## src/hdl/pms_pkg.sv

```systemverilog
// Shared types, constants and the pitch table for the PWM melody sequencer.
`timescale 1ns / 1ps

package pms_pkg;

	localparam int unsigned NOTE_DEPTH_DEF = 256;

	localparam int unsigned RATE_W   = 24;
	localparam int unsigned CODE_W   = 8;
	localparam int unsigned QUART_W  = 6;
	localparam int unsigned ADDR_W   = 8;
	localparam int unsigned CNT_W    = 16;
	localparam int unsigned HZ_W     = 11;
	localparam int unsigned PROD_W   = QUART_W + RATE_W;
	localparam int unsigned DIV_DW   = PROD_W - 2;
	localparam int unsigned DIV_VW   = CNT_W;

	localparam logic [RATE_W-1:0]  TICK_RATE_RST = 24'd1000000;
	localparam logic [RATE_W-1:0]  BEAT_LEN_RST  = 24'd500000;
	localparam logic [CODE_W-1:0]  END_CODE      = 8'd255;
	localparam logic [CNT_W-1:0]   REST_PERIOD   = 16'd5000;
	localparam logic [CNT_W-1:0]   CNT_MAX       = 16'hFFFF;

	// configuration register indexes
	localparam logic CFG_TICK_RATE = 1'b0;
	localparam logic CFG_BEAT_LEN  = 1'b1;

	// action codes of an input item
	localparam logic [1:0] ACT_TICK  = 2'd0;
	localparam logic [1:0] ACT_WRITE = 2'd1;
	localparam logic [1:0] ACT_START = 2'd2;

	typedef struct packed {
		logic [1:0]         action;
		logic [ADDR_W-1:0]  entry_address;
		logic [CODE_W-1:0]  note_code;
		logic [QUART_W-1:0] beat_quarters;
	} pms_in_t;

	typedef struct packed {
		logic tone_out;
		logic playing;
		logic song_finished;
	} pms_out_t;

	typedef enum logic [3:0] {
		ST_IDLE,
		ST_EXEC,
		ST_READ,
		ST_CHECK,
		ST_DIV1,
		ST_PER,
		ST_MUL,
		ST_LOAD2,
		ST_DIV2,
		ST_CNT,
		ST_DONE
	} pms_state_t;

	typedef enum logic [3:0] {
		OP_NONE,
		OP_TICK,
		OP_WRITE,
		OP_START,
		OP_READ,
		OP_NOTE,
		OP_END,
		OP_PERIOD,
		OP_MUL,
		OP_LOAD2,
		OP_COUNT,
		OP_CAPTURE
	} pms_op_t;

	typedef struct packed {
		logic    latch;
		pms_op_t op;
	} pms_cmd_t;

	typedef struct packed {
		logic [1:0] action;
		logic       advance;
		logic       end_code;
		logic       rest;
		logic       div_busy;
		logic       out_free;
	} pms_stat_t;

	function automatic logic [HZ_W-1:0] pitch_hz(input logic [CODE_W-1:0] code);
		logic [HZ_W-1:0] hz;
		unique case (code)
			8'd1:    hz = 11'd262;
			8'd2:    hz = 11'd294;
			8'd3:    hz = 11'd330;
			8'd4:    hz = 11'd349;
			8'd5:    hz = 11'd392;
			8'd6:    hz = 11'd440;
			8'd7:    hz = 11'd494;
			8'd11:   hz = 11'd523;
			8'd12:   hz = 11'd587;
			8'd13:   hz = 11'd659;
			8'd14:   hz = 11'd698;
			8'd15:   hz = 11'd784;
			8'd16:   hz = 11'd880;
			8'd17:   hz = 11'd988;
			8'd21:   hz = 11'd1046;
			8'd22:   hz = 11'd1175;
			8'd23:   hz = 11'd1318;
			8'd24:   hz = 11'd1397;
			8'd25:   hz = 11'd1568;
			8'd26:   hz = 11'd1760;
			8'd27:   hz = 11'd1976;
			default: hz = '0;
		endcase
		return hz;
	endfunction

endpackage

```

## src/hdl/pms_div.sv

```systemverilog
// Serial restoring divider, one quotient bit per cycle.
`timescale 1ns / 1ps

module pms_div (
	input  logic                        clk,
	input  logic                        arst_n,
	input  logic                        start,
	input  logic [pms_pkg::DIV_DW-1:0]  dividend,
	input  logic [pms_pkg::DIV_VW-1:0]  divisor,
	output logic                        busy,
	output logic [pms_pkg::DIV_DW-1:0]  quotient
);
	import pms_pkg::*;

	localparam int unsigned CW = $clog2(DIV_DW + 1);
	localparam logic [CW-1:0] STEPS = CW'(DIV_DW);

	logic [CW-1:0]     cnt_q;
	logic [DIV_VW-1:0] rem_q;
	logic [DIV_VW-1:0] dvs_q;
	logic [DIV_DW-1:0] quo_q;
	logic [DIV_VW:0]   trial;
	logic [DIV_VW:0]   diff;
	logic              ge;

	assign trial = {rem_q, quo_q[DIV_DW-1]};
	assign diff  = trial - {1'b0, dvs_q};
	assign ge    = trial >= {1'b0, dvs_q};

	always_ff @(posedge clk or negedge arst_n) begin
		if (!arst_n) begin
			cnt_q <= '0;
		end else if (start) begin
			cnt_q <= STEPS;
		end else if (cnt_q != '0) begin
			cnt_q <= cnt_q - 1'b1;
		end
	end

	// dividend bits shift out the top while quotient bits shift in below
	always_ff @(posedge clk) begin
		if (start) begin
			rem_q <= '0;
			dvs_q <= divisor;
			quo_q <= dividend;
		end else if (cnt_q != '0) begin
			rem_q <= ge ? diff[DIV_VW-1:0] : trial[DIV_VW-1:0];
			quo_q <= {quo_q[DIV_DW-2:0], ge};
		end
	end

	assign busy     = cnt_q != '0;
	assign quotient = quo_q;

endmodule

```

## src/hdl/pms_dpath.sv

```systemverilog
// Datapath: note memory, playback registers, divider, output register.
`timescale 1ns / 1ps

module pms_dpath #(
	parameter int unsigned NOTE_DEPTH = pms_pkg::NOTE_DEPTH_DEF
) (
	input  logic                        clk,
	input  logic                        arst_n,
	input  pms_pkg::pms_cmd_t           cmd,
	output pms_pkg::pms_stat_t          stat,
	input  pms_pkg::pms_in_t            item,
	input  logic                        cfg_valid,
	input  logic                        cfg_index,
	input  logic [pms_pkg::RATE_W-1:0]  cfg_data,
	output logic                        result_valid,
	input  logic                        result_stall,
	output pms_pkg::pms_out_t           result
);
	import pms_pkg::*;

	localparam int unsigned AW = $clog2(NOTE_DEPTH);
	localparam int unsigned MW = CODE_W + QUART_W;

	logic [RATE_W-1:0]  tick_rate_q;
	logic [RATE_W-1:0]  beat_len_q;
	pms_in_t            item_q;
	logic [MW-1:0]      mem [NOTE_DEPTH];
	logic [MW-1:0]      rd_q;
	logic [ADDR_W-1:0]  ptr_q;
	logic [CNT_W-1:0]   period_q;
	logic [CNT_W-1:0]   compare_q;
	logic [CNT_W-1:0]   pcount_q;
	logic [CNT_W-1:0]   ppn_q;
	logic [CNT_W-1:0]   pdone_q;
	logic               active_q;
	logic               fin_q;
	logic [PROD_W-1:0]  prod_q;
	logic               out_valid_q;
	pms_out_t           out_q;

	logic [AW-1:0]      slot_lut [256];
	logic [CODE_W-1:0]  rd_code;
	logic [QUART_W-1:0] rd_quart;
	logic [HZ_W-1:0]    hz;
	logic [CNT_W-1:0]   cnt_inc;
	logic               period_wrap;
	logic [CNT_W-1:0]   pdone_inc;
	logic               div_start;
	logic [DIV_DW-1:0]  div_dividend;
	logic [DIV_VW-1:0]  div_divisor;
	logic               div_busy;
	logic [DIV_DW-1:0]  div_quot;
	logic [CNT_W-1:0]   quot_sat;

	// address folding onto the memory depth, worked out at elaboration
	for (genvar g = 0; g < 256; g++) begin : g_slot
		assign slot_lut[g] = AW'(g % NOTE_DEPTH);
	end

	assign rd_code  = rd_q[MW-1:QUART_W];
	assign rd_quart = rd_q[QUART_W-1:0];
	assign hz       = pitch_hz(rd_code);

	assign cnt_inc     = pcount_q + 1'b1;
	assign period_wrap = cnt_inc >= period_q;
	assign pdone_inc   = (pdone_q == CNT_MAX) ? pdone_q : pdone_q + 1'b1;

	// quotient clamped into 1..65535
	always_comb begin
		if (div_quot == '0) begin
			quot_sat = CNT_W'(1);
		end else if (div_quot > DIV_DW'(CNT_MAX)) begin
			quot_sat = CNT_MAX;
		end else begin
			quot_sat = div_quot[CNT_W-1:0];
		end
	end

	assign div_start    = (cmd.op == OP_NOTE && hz != '0) || cmd.op == OP_LOAD2;
	assign div_dividend = (cmd.op == OP_LOAD2) ? prod_q[PROD_W-1:2] : DIV_DW'(tick_rate_q);
	assign div_divisor  = (cmd.op == OP_LOAD2) ? period_q : DIV_VW'(hz);

	pms_div u_div (
		.clk      (clk),
		.arst_n   (arst_n),
		.start    (div_start),
		.dividend (div_dividend),
		.divisor  (div_divisor),
		.busy     (div_busy),
		.quotient (div_quot)
	);

	always_ff @(posedge clk or negedge arst_n) begin
		if (!arst_n) begin
			tick_rate_q <= TICK_RATE_RST;
			beat_len_q  <= BEAT_LEN_RST;
		end else if (cfg_valid) begin
			if (cfg_index == CFG_TICK_RATE) begin
				tick_rate_q <= cfg_data;
			end else begin
				beat_len_q <= cfg_data;
			end
		end
	end

	always_ff @(posedge clk) begin
		if (cmd.latch) begin
			item_q <= item;
		end
		if (cmd.op == OP_WRITE) begin
			mem[slot_lut[item_q.entry_address]] <= {item_q.note_code, item_q.beat_quarters};
		end
		if (cmd.op == OP_READ) begin
			rd_q <= mem[slot_lut[ptr_q]];
		end
		if (cmd.op == OP_MUL) begin
			prod_q <= PROD_W'(rd_quart) * PROD_W'(beat_len_q);
		end
	end

	always_ff @(posedge clk or negedge arst_n) begin
		if (!arst_n) begin
			ptr_q     <= '0;
			period_q  <= '0;
			compare_q <= '0;
			pcount_q  <= '0;
			ppn_q     <= '0;
			pdone_q   <= '0;
			active_q  <= 1'b0;
			fin_q     <= 1'b0;
		end else begin
			if (cmd.latch) begin
				fin_q <= 1'b0;
			end
			unique case (cmd.op)
				OP_TICK: begin
					if (active_q) begin
						if (period_wrap) begin
							pcount_q <= '0;
							pdone_q  <= pdone_inc;
						end else begin
							pcount_q <= cnt_inc;
						end
					end
				end
				OP_START: ptr_q <= item_q.entry_address;
				OP_NOTE: begin
					if (hz == '0) begin
						period_q  <= REST_PERIOD;
						compare_q <= '0;
					end
				end
				OP_END: begin
					active_q  <= 1'b0;
					compare_q <= '0;
					pcount_q  <= '0;
					pdone_q   <= '0;
					fin_q     <= 1'b1;
				end
				OP_PERIOD: begin
					period_q  <= quot_sat;
					compare_q <= quot_sat >> 1;
				end
				OP_COUNT: begin
					ppn_q    <= quot_sat;
					pcount_q <= '0;
					pdone_q  <= '0;
					ptr_q    <= ptr_q + 1'b1;
					active_q <= 1'b1;
				end
				default: ;
			endcase
		end
	end

	always_ff @(posedge clk or negedge arst_n) begin
		if (!arst_n) begin
			out_valid_q <= 1'b0;
		end else if (cmd.op == OP_CAPTURE) begin
			out_valid_q <= 1'b1;
		end else if (!result_stall) begin
			out_valid_q <= 1'b0;
		end
	end

	always_ff @(posedge clk) begin
		if (cmd.op == OP_CAPTURE) begin
			out_q.tone_out      <= active_q && (pcount_q < compare_q);
			out_q.playing       <= active_q;
			out_q.song_finished <= fin_q;
		end
	end

	assign stat.action   = item_q.action;
	assign stat.advance  = active_q && period_wrap && (pdone_inc >= ppn_q);
	assign stat.end_code = rd_code == END_CODE;
	assign stat.rest     = hz == '0;
	assign stat.div_busy = div_busy;
	assign stat.out_free = !out_valid_q || !result_stall;

	assign result_valid = out_valid_q;
	assign result       = out_q;

	a_active_period: assert property (@(posedge clk) disable iff (!arst_n)
		active_q |-> (period_q != '0 && ppn_q != '0))
		else $error("playing with a zero period or zero note length");

	a_compare_below: assert property (@(posedge clk) disable iff (!arst_n)
		active_q |-> compare_q < period_q)
		else $error("compare value not below period");

	a_div_idle_start: assert property (@(posedge clk) disable iff (!arst_n)
		div_start |-> !div_busy)
		else $error("divider restarted while busy");

	a_finished_stops: assert property (@(posedge clk) disable iff (!arst_n)
		(out_valid_q && (out_q.song_finished || !out_q.playing)) |-> !out_q.tone_out)
		else $error("tone high while not playing");

endmodule

```

## src/hdl/pms_ctrl.sv

```systemverilog
// Controller state machine that sequences item handling and note loads.
`timescale 1ns / 1ps

module pms_ctrl (
	input  logic                clk,
	input  logic                arst_n,
	input  logic                item_valid,
	output logic                item_stall,
	input  pms_pkg::pms_stat_t  stat,
	output pms_pkg::pms_cmd_t   cmd
);
	import pms_pkg::*;

	pms_state_t state_q;
	pms_state_t state_d;

	always_ff @(posedge clk or negedge arst_n) begin
		if (!arst_n) begin
			state_q <= ST_IDLE;
		end else begin
			state_q <= state_d;
		end
	end

	always_comb begin
		state_d    = state_q;
		cmd.latch  = 1'b0;
		cmd.op     = OP_NONE;
		item_stall = 1'b1;
		unique case (state_q)
			ST_IDLE: begin
				item_stall = 1'b0;
				if (item_valid) begin
					cmd.latch = 1'b1;
					state_d   = ST_EXEC;
				end
			end
			ST_EXEC: begin
				unique case (stat.action)
					ACT_TICK: begin
						cmd.op  = OP_TICK;
						state_d = stat.advance ? ST_READ : ST_DONE;
					end
					ACT_WRITE: begin
						cmd.op  = OP_WRITE;
						state_d = ST_DONE;
					end
					ACT_START: begin
						cmd.op  = OP_START;
						state_d = ST_READ;
					end
					default: state_d = ST_DONE;
				endcase
			end
			ST_READ: begin
				cmd.op  = OP_READ;
				state_d = ST_CHECK;
			end
			ST_CHECK: begin
				if (stat.end_code) begin
					cmd.op  = OP_END;
					state_d = ST_DONE;
				end else begin
					// a rest sets its period here and skips the first divide
					cmd.op  = OP_NOTE;
					state_d = stat.rest ? ST_MUL : ST_DIV1;
				end
			end
			ST_DIV1: begin
				if (!stat.div_busy) begin
					state_d = ST_PER;
				end
			end
			ST_PER: begin
				cmd.op  = OP_PERIOD;
				state_d = ST_MUL;
			end
			ST_MUL: begin
				cmd.op  = OP_MUL;
				state_d = ST_LOAD2;
			end
			ST_LOAD2: begin
				cmd.op  = OP_LOAD2;
				state_d = ST_DIV2;
			end
			ST_DIV2: begin
				if (!stat.div_busy) begin
					state_d = ST_CNT;
				end
			end
			ST_CNT: begin
				cmd.op  = OP_COUNT;
				state_d = ST_DONE;
			end
			ST_DONE: begin
				if (stat.out_free) begin
					cmd.op  = OP_CAPTURE;
					state_d = ST_IDLE;
				end
			end
			default: state_d = ST_IDLE;
		endcase
	end

endmodule

```

## src/hdl/pwm_melody_sequencer.sv

```systemverilog
// Top level of the PWM melody sequencer.
`timescale 1ns / 1ps

// Items are handled one at a time and each yields one result. A write, a
// tick that stays within the current note, or an unused action goes from
// its execute state straight to the result. A start, or a tick that moves
// to the next entry, loads a note with the one serial divider, which first
// makes the period from the tick rate and then the period count from the
// note length; a rest takes REST_PERIOD and skips the first divide. An end
// code stops playback without a divide. A finished result waits in the
// output register while the next item is taken in. The note memory has no
// reset; read only entries that were written. Config writes are taken
// every cycle and must only occur while no item is in flight.
module pwm_melody_sequencer #(
	parameter int unsigned NOTE_DEPTH = pms_pkg::NOTE_DEPTH_DEF
) (
	input  logic                        clk,
	input  logic                        arst_n,
	input  logic                        item_valid,
	output logic                        item_stall,
	input  pms_pkg::pms_in_t            item,
	output logic                        result_valid,
	input  logic                        result_stall,
	output pms_pkg::pms_out_t           result,
	input  logic                        cfg_valid,
	output logic                        cfg_ready,
	input  logic                        cfg_index,
	input  logic [pms_pkg::RATE_W-1:0]  cfg_data
);
	import pms_pkg::*;

	pms_cmd_t  cmd;
	pms_stat_t stat;

	assign cfg_ready = 1'b1;

	pms_ctrl u_ctrl (
		.clk        (clk),
		.arst_n     (arst_n),
		.item_valid (item_valid),
		.item_stall (item_stall),
		.stat       (stat),
		.cmd        (cmd)
	);

	pms_dpath #(
		.NOTE_DEPTH (NOTE_DEPTH)
	) u_dpath (
		.clk          (clk),
		.arst_n       (arst_n),
		.cmd          (cmd),
		.stat         (stat),
		.item         (item),
		.cfg_valid    (cfg_valid),
		.cfg_index    (cfg_index),
		.cfg_data     (cfg_data),
		.result_valid (result_valid),
		.result_stall (result_stall),
		.result       (result)
	);

endmodule
```

## config.mk

```make
export PLATFORM = sky130hd
export DESIGN_NAME = pwm_melody_sequencer
export DESIGN_NICKNAME = d
export VERILOG_FILES = /design/src/hdl/pms_pkg.sv /design/src/hdl/pms_div.sv /design/src/hdl/pms_dpath.sv /design/src/hdl/pms_ctrl.sv /design/src/hdl/pwm_melody_sequencer.sv
export SDC_FILE = /design/constraint.sdc
export NUM_CORES = 2
export LEC_CHECK = 0
export ABC_AREA = 0
export BUFFER_PORTS_ARGS = -buffer_cell sky130_fd_sc_hd__buf_2
export CORE_UTILIZATION = 33
export DETAILED_ROUTE_END_ITERATION = 8
export MAX_ROUTING_LAYER = met4
export PLACE_DENSITY = 0.54
export RECOVER_POWER = 100
export SETUP_SLACK_MARGIN = 0.05
export SYNTH_ARGS = -nofsm -noshare
export SYNTH_HDL_FRONTEND = slang
export SYNTH_SLANG_ARGS = --single-unit
```

## constraint.sdc

```tcl
create_clock -name clk -period 5.6 [get_ports clk]
set_clock_uncertainty 0.15 [all_clocks]
set_input_delay 0.28 -clock clk [delete_from_list [all_inputs] [get_ports clk]]
set_output_delay 0.28 -clock clk [all_outputs]
set_load 0.01 [all_outputs]
```

# --- Word level (Yosys, flattened, before mapping) ---
# Memories as Yosys holds them, arrays and structs flattened. A register that Yosys moved wholly into a read port is not among the register bits.
# Index checks and enable logic that the tools add are counted.
op_classes:
  n_addsub: 5
  mul: 1
  n_lt_le_gt_ge: 7
  eq_ne: 33
  n_mux: 49
  bitwise: 3
  reduce_logical: 30
op_table:
  columns: ["op", "count"]
  rows:
  - ["$mux 16", 10]
  - ["$pmux 16 s2", 3]
  - ["$mux 28", 3]
  - ["$pmux 16 s3", 1]
  - ["$pmux 4 s11", 1]
  - ["$add 16x1->16 const B", 2]
  - ["$eq 4x3->1 const B", 8]
  - ["$ge 16x16->1", 2]
  - ["$mux 8", 4]
  - ["$pmux 4 s8", 1]
  - ["$mul 6x24->30", 1]
  - ["$eq 4x4->1 const B", 7]
  - ["$gt 28x16->1 const B", 1]
  - ["$logic_not 28->1", 1]
  - ["$mux 4", 7]
  - ["$mux 11", 2]
  - ["$ge 9x9->1 const B", 2]
  - ["$not 8->9", 2]
  - ["$ge 17x16->1", 1]
  - ["$eq 16x16->1 const B", 1]
  - ["$eq 4x2->1 const B", 4]
  - ["$lt 16x16->1", 1]
  - ["$pmux 8 s2", 1]
  - ["$sub 16x16->16", 1]
  - ["other kinds (30)", 61]
word_totals:
  regBits: 265
  ram_bits: 3584
  mem_bits_ro: 4448
  out_inout_bits: 6
  word_cells: 157
  mem_count: 4
mem_list:
  columns: ["memory", "depth", "width", "rd", "rd_ports_with_merged_regs", "wr", "line", "rtl"]
  rows:
  - ["u_dpath.mem", 256, 14, 1, 1, 1, "pms_dpath.sv:27", "logic [MW-1:0] mem [NOTE_DEPTH];"]
  - ["(name not given)", 256, 8, 1, 0, 0, "pms_dpath.sv:111", "mem[slot_lut[item_q.entry_address]] <= {item_q.note_code, item_q.beat_quarters};"]
  - ["(name not given)", 256, 8, 1, 0, 0, "pms_dpath.sv:114", "rd_q <= mem[slot_lut[ptr_q]];"]
  - ["(name not given)", 32, 11, 1, 0, 0, "pms_pkg.sv:91", "unique case (code)"]

# --- Longest topological paths before layout ---
depth:
  ltp_word: 8
  depth_mapped: 19
  ltp_nobuf: 16

# --- By module ---
# Synthesis repeated with hierarchy kept, for this count alone.
hier_totals:
  hier_cells: 7876
  area_unflattened_um2: 156682.8
modules_own_cells:
  columns: ["module", "n_inst", "cells_each", "area_each_um2", "seq_area_each_um2"]
  rows:
  - ["pms_dpath", 1, 7505, 152706.5, 113166.0]
  - ["pms_div", 1, 313, 3500.9, 1766.7]
  - ["pms_ctrl", 1, 56, 464.2, 100.1]
  - ["pwm_melody_sequencer", 1, 2, 11.3, 0.0]

# --- Least setup slack after synthesis ---
# No wires, ideal clock.
synth_timing:
  path_type: "register -> register"
  startpoint: "register u_dpath.rd_q[0] (read register of u_dpath.mem)"
  endpoint: "register u_dpath.prod_q[27] (data pin)"
  setup_time_ns: 0.265
  t_arrival_ns: 4.283
  t_required_ns: 5.185
  setup_slack_ns: 0.902
  stages_incl_launch_ff: 17
  cell_sequence: "edfxtp_1 -> clkbuf_1 -> and2_1 -> fa_1 -> inv_1 -> fa_1 -> fa_1 -> inv_1 -> ha_1 -> a211oi_1 -> o21ai_0 -> nand3_1 -> o21ai_0 -> a2111oi_0 -> or3_1 -> o21ai_0 -> xor2_1"
synth_between:
  elab_chain_len: 1
synth_lines:
  columns: ["item", "line", "rtl"]
  rows:
  - ["from (decl)", "pms_dpath.sv:28", "logic [MW-1:0] rd_q;"]
  - ["$mul 6x24->30", "pms_dpath.sv:117", "prod_q <= PROD_W'(rd_quart) * PROD_W'(beat_len_q);"]
  - ["to (signal assigned)", "pms_dpath.sv:117", null]
  - ["to (decl)", "pms_dpath.sv:37", "logic [PROD_W-1:0] prod_q;"]
# No other way between the ends.
# A chain may end at the register's enable or synchronous reset.

# --- Worst setup path after layout ---
layout_timing:
  startpoint: "register u_dpath.ptr_q[0]"
  endpoint: "register u_dpath.rd_q[7] (read register of u_dpath.mem) (data pin)"
layout_between:
  elab_chain_len: 4
layout_lines:
  columns: ["item", "line", "rtl"]
  rows:
  - ["from (decl)", "pms_dpath.sv:29", "logic [ADDR_W-1:0] ptr_q;"]
  - ["from (signal assigned)", "pms_dpath.sv:146", "OP_START: ptr_q <= item_q.entry_address;"]
  - ["from (signal assigned)", "pms_dpath.sv:168", "ptr_q <= ptr_q + 1'b1;"]
  - ["$not 8->9 (not written as such)", "pms_dpath.sv:114", null]
  - ["$mem_v2 256x8", null, null]
  - ["$mux 8 (not written as such) (2 in a row)", "pms_dpath.sv:114", null]
# No other way between the ends. The select of a mux whose other input is x is not followed.

==> out/qor.log <==
INFO  run_status     outcome=complete, but fails checks
INFO  run_status     failed_checks=max-capacitance violations, max-slew violations
INFO  clock_network  cts_tree=built
INFO  worst_setup_path worst_ep_arrival_time=5.93ns
INFO  timing         worst_hold_slack=0.0938ns
INFO  die            start_util=0.331
INFO  worst_setup_path timing.rr.start=u_dpath.ptr_q[0]$_DFFE_PN0P_
INFO  yosys          seq_area_frac_synth=0.743
INFO  die            ios=60
INFO  timing         fmax=0.180GHz
INFO  timing         timing.final.hold_violations=0
INFO  yosys          synthArstFlopShare=0.0381
INFO  routing        detail_route.wirelength=425000microns
INFO  cells_and_area final_common_cell=edfxtp_1
INFO  routing        antenna_violating_nets_post_route=0
INFO  power          seqPwrFrac=0.377
INFO  worst_setup_path critPathLaunch=u_dpath.ptr_q[0]$_DFFE_PN0P_
INFO  grt            track_usage=0.181
INFO  placement      pre_cts_worst_setup_slack=0.296ns
INFO  die            placementRows=251
INFO  yosys          post_synth.cell_area_avg=20.1squm
INFO  yosys          post_synth_inst_count=7685
INFO  timing         timing_max_transition_violations_final=3288
INFO  routing        routed_wire_length_per_instance=28.5microns
INFO  routing        detail_route.vias_per_cell=5.37
INFO  grt            grt.overflow.total=0
INFO  timing         rsz0062_at_grt=false
INFO  worst_hold_path min_path_type=in -> reg
INFO  yosys          synth_ff_type=edfxtp_1
INFO  yosys          synth_area=155000squm
INFO  power          net-switching-power=31500uW
INFO  timing         post-route-worst-setup-slack=0.0513ns
INFO  worst_setup_path critical-path-slowest-cell=nor3_1
INFO  clock_network  clk_root_buffer_cell=clkbuf_16
INFO  die            die-height=687microns
INFO  cells_and_area layout.nets=8635
INFO  timing         max_slew.worst_pin.slew=4.58ns
INFO  grt            antenna_violations_before_repair=25
INFO  die            dieArea=472000squm
INFO  timing         period_needed=5.55ns
INFO  grt            wire_length_of_the_first_global_routing_pass=604000microns
INFO  yosys          syn-num-nets=7941
INFO  timing         final_min_period_over_clock_period=0.991
INFO  power          switching_share=0.340
INFO  timing         slew_headroom=-2.05
INFO  worst_hold_path worst_hold_startpoint=cfg_data[9]
INFO  placement      dp.final_hpwl=261000microns
INFO  yosys          synth_enable_flop_cells=3697
INFO  power          ir_drop=0.000487V
INFO  routing        detailedRoute.firstPassIterationCount=6
INFO  clock_network  clk_transition_reported_paths=0.06ns
INFO  timing         total_negative_slack_for_setup_checks=0ns
INFO  worst_setup_path worst_r2r_path_depth=8
INFO  worst_setup_path timing.rr.end=u_dpath.rd_q[7]$_DFFE_PN_
INFO  power          power.clock.fraction=0.274
INFO  worst_setup_path timing.critical_path.required=5.98ns
INFO  yosys          yosysTopAreaCellShare=0.717
INFO  worst_setup_path path_cells=buf_12, clkbuf_4, mux4_2, a22o_1, a221oi_1, o22ai_1, nor3_1, o211ai_1
INFO  die            fp.coreArea=467000squm
INFO  yosys          post_synth_num_cell_types=87
INFO  worst_hold_path worstHoldEndpoint=u_dpath.tick_rate_q[9]$_DFFE_PN1P_
INFO  cells_and_area mostFrequentLayoutCells=3697 x edfxtp_1, 922 x mux4_2, 386 x clkbuf_16
INFO  timing         setup_viol=0
INFO  worst_hold_path hold-path-cell-count=3
INFO  clock_network  numCtsBuffers=381
INFO  power          cell_internal_pwr=61000uW
INFO  worst_setup_path crit_fanout=20
INFO  yosys          netlist_top_cells_area=edfxtp_1 72%, mux4_2 13%, dfrtp_1 2.1%
INFO  clock_network  insertion_delay=0.99ns
INFO  yosys          synth.ff_latch_count=3860
INFO  worst_setup_path timing.critical_path.to_type=flop
INFO  placement      weighted_congestion_at_the_end_of_routability_driven_global_placement=0.838
INFO  clock_network  cts.htree.levels=5
INFO  cells_and_area num-fill-cells=42267
INFO  clock_network  cts-root-to-sink-buffers=4
INFO  routing        first_iter_violations=9675
INFO  routing        vias=79921
INFO  power          p_comb_frac=0.349
INFO  clock_network  clock-sinks=3860
INFO  yosys          netlist.top_cell.by_area=edfxtp_1
INFO  worst_setup_path timing.setup.critical_path_class=reg -> reg
INFO  yosys          yosys_warnings=0
INFO  placement      io_buffers=58
INFO  power          power_density=519nW/um^2
INFO  grt            via_count_of_the_first_global_routing_pass=80317
INFO  grt            pin_count_of_the_biggest_net_entering_global_routing=181
INFO  worst_setup_path ff2ff_setup_slack=0.05ns
INFO  routing        route.detailed.drc=0
INFO  cells_and_area area.growth.synth_to_final=15.1%
INFO  power          power.static_leakage=0.0569uW
INFO  flow_run       number_of_maximum_capacitance_violations=36
INFO  worst_setup_path timing.critical_path.from_type=flop
INFO  die            die_width=687microns
INFO  cells_and_area layout-drive-gt1-share=0.241
INFO  worst_setup_path worst_stage_delay_on_the_critical_path=1.13ns
power groups by stage:
stage               Sequential (uW)  Clock, uW  Combinational [uW]
floorplan                     35400          0               19900
global placement              35200          0               32300
detailed placement            35300          0               32500
CTS                           34700      25900               32700
global route                  34900      26900               34700
finish                        34900      25400               32300
sequential cells by signal (all words and copies together) (netlist names), 2 cells and up:
register	count
u_dpath.u_div.dvs_q	16
u_dpath.ppn_q	16
u_dpath.period_q	16
u_ctrl.state_q	4
u_dpath.beat_len_q	24
u_dpath.ptr_q	8
u_dpath.item_q	22
u_dpath.u_div.rem_q	16
u_dpath.u_div.cnt_q	5
u_dpath.pdone_q	16
u_dpath.stat	2
u_dpath.tick_rate_q	24
u_dpath.rd_q	14
u_dpath.mem	3584
u_dpath.result	3
u_dpath.prod_q	28
u_dpath.compare_q	15
u_dpath.u_div.quotient	28
u_dpath.pcount_q	16
Yosys cell counts (17+ instances only):
cell type and number:
mux4_2 922, a21oi_1 143, nor4_1 24, a211oi_1 33, nand2b_1 30, nor2b_1 20
a22oi_1 179, a21o_1 20, and3_1 18, a22o_1 124, mux2i_1 35, and2_1 132
buf_1 19, nand3_1 61, buf_4 51, edfxtp_1 3697, ha_1 112, xnor2_1 37
o22ai_1 84, clkbuf_1 261, nor3_1 44, fa_1 90, o21ai_0 111, nand2_1 168
mux2_2 100, nand4_1 19, nor2_1 370, o21a_1 17, a221oi_1 107, xor2_1 21
buf_2 97, dfrtp_1 133, inv_1 208
worst max-delay path: cells and delay by family, from the launching register on:
family | cells | cell delay (ns)
flip-flops | 1 | 0.79
AO/OA/AOI/OAI | 4 | 1.62
multiplexers | 1 | 0.55
AND/OR/NAND/NOR | 1 | 1.13
buffers and inverters | 2 | 0.79
layer usage:
metal / vias up / GRT usage / routed length (microns)
li1: 33085 / - / -
met1: 43109 / 0.255 / 182000
met2: 3139 / 0.280 / 201000
met3: 588 / 0.0243 / 30900
met4: 0 / 0.0452 / 11000
met5: - / - / 0
cell type report:
| class | count | area (sq um) | area share |
|---|---|---|---|
| Antenna cell | 10 | 25.0 | 0.000140 |
| Clock buffer | 473 | 9990 | 0.0560 |
| Clock inverter | 216 | 2190 | 0.0123 |
| Inverter | 209 | 785 | 0.00440 |
| Multi-Input combinational cell | 3185 | 37200 | 0.209 |
| Sequential cell | 3860 | 115000 | 0.646 |
| Tap cell | 6198 | 7750 | 0.0435 |
| Timing Repair Buffer | 742 | 5170 | 0.0290 |
repair_timing:
item / 4_1_cts / 5_1_grt
resized for setup: 0 / 0
hold buffers: 97 / 0
endpoints found under the hold margin: 218 / 0
setup endpoints to repair: 0 / 2
setup buffers: 0 / 3
stage by stage:
stage	power, uW	instance area (sq um)	instances	utilization
floorplan	55300	155000	7685	-
CTS	93200	179000	14880	0.384
global route	96500	178000	14888	0.381
detailed placement	67800	166000	14094	0.356
global placement	67500	166000	14093	0.356
finish	92500	178000	14893	0.381
cell families after synthesis:
group / synth area share
compound gates: 0.0431
other cells: 0.0000242
xor+xnor: 0.00328
simple gates: 0.0286
fa+ha+maj: 0.0207
flops: 0.743
buf+inv: 0.0177
mux: 0.144
worst max path at each step:
stage	depth (start not counted)	to
finish	8	u_dpath.rd_q[7]$_DFFE_PN_
global placement	16	u_dpath.prod_q[28]$_DFFE_PN_
global route	10	u_dpath.mem[121][0]$_DFFE_PP_
CTS	16	u_dpath.prod_q[28]$_DFFE_PN_
floorplan	16	u_dpath.prod_q[27]$_DFFE_PN_
detailed placement	16	u_dpath.prod_q[28]$_DFFE_PN_
(Power assumes the default switching activity.)
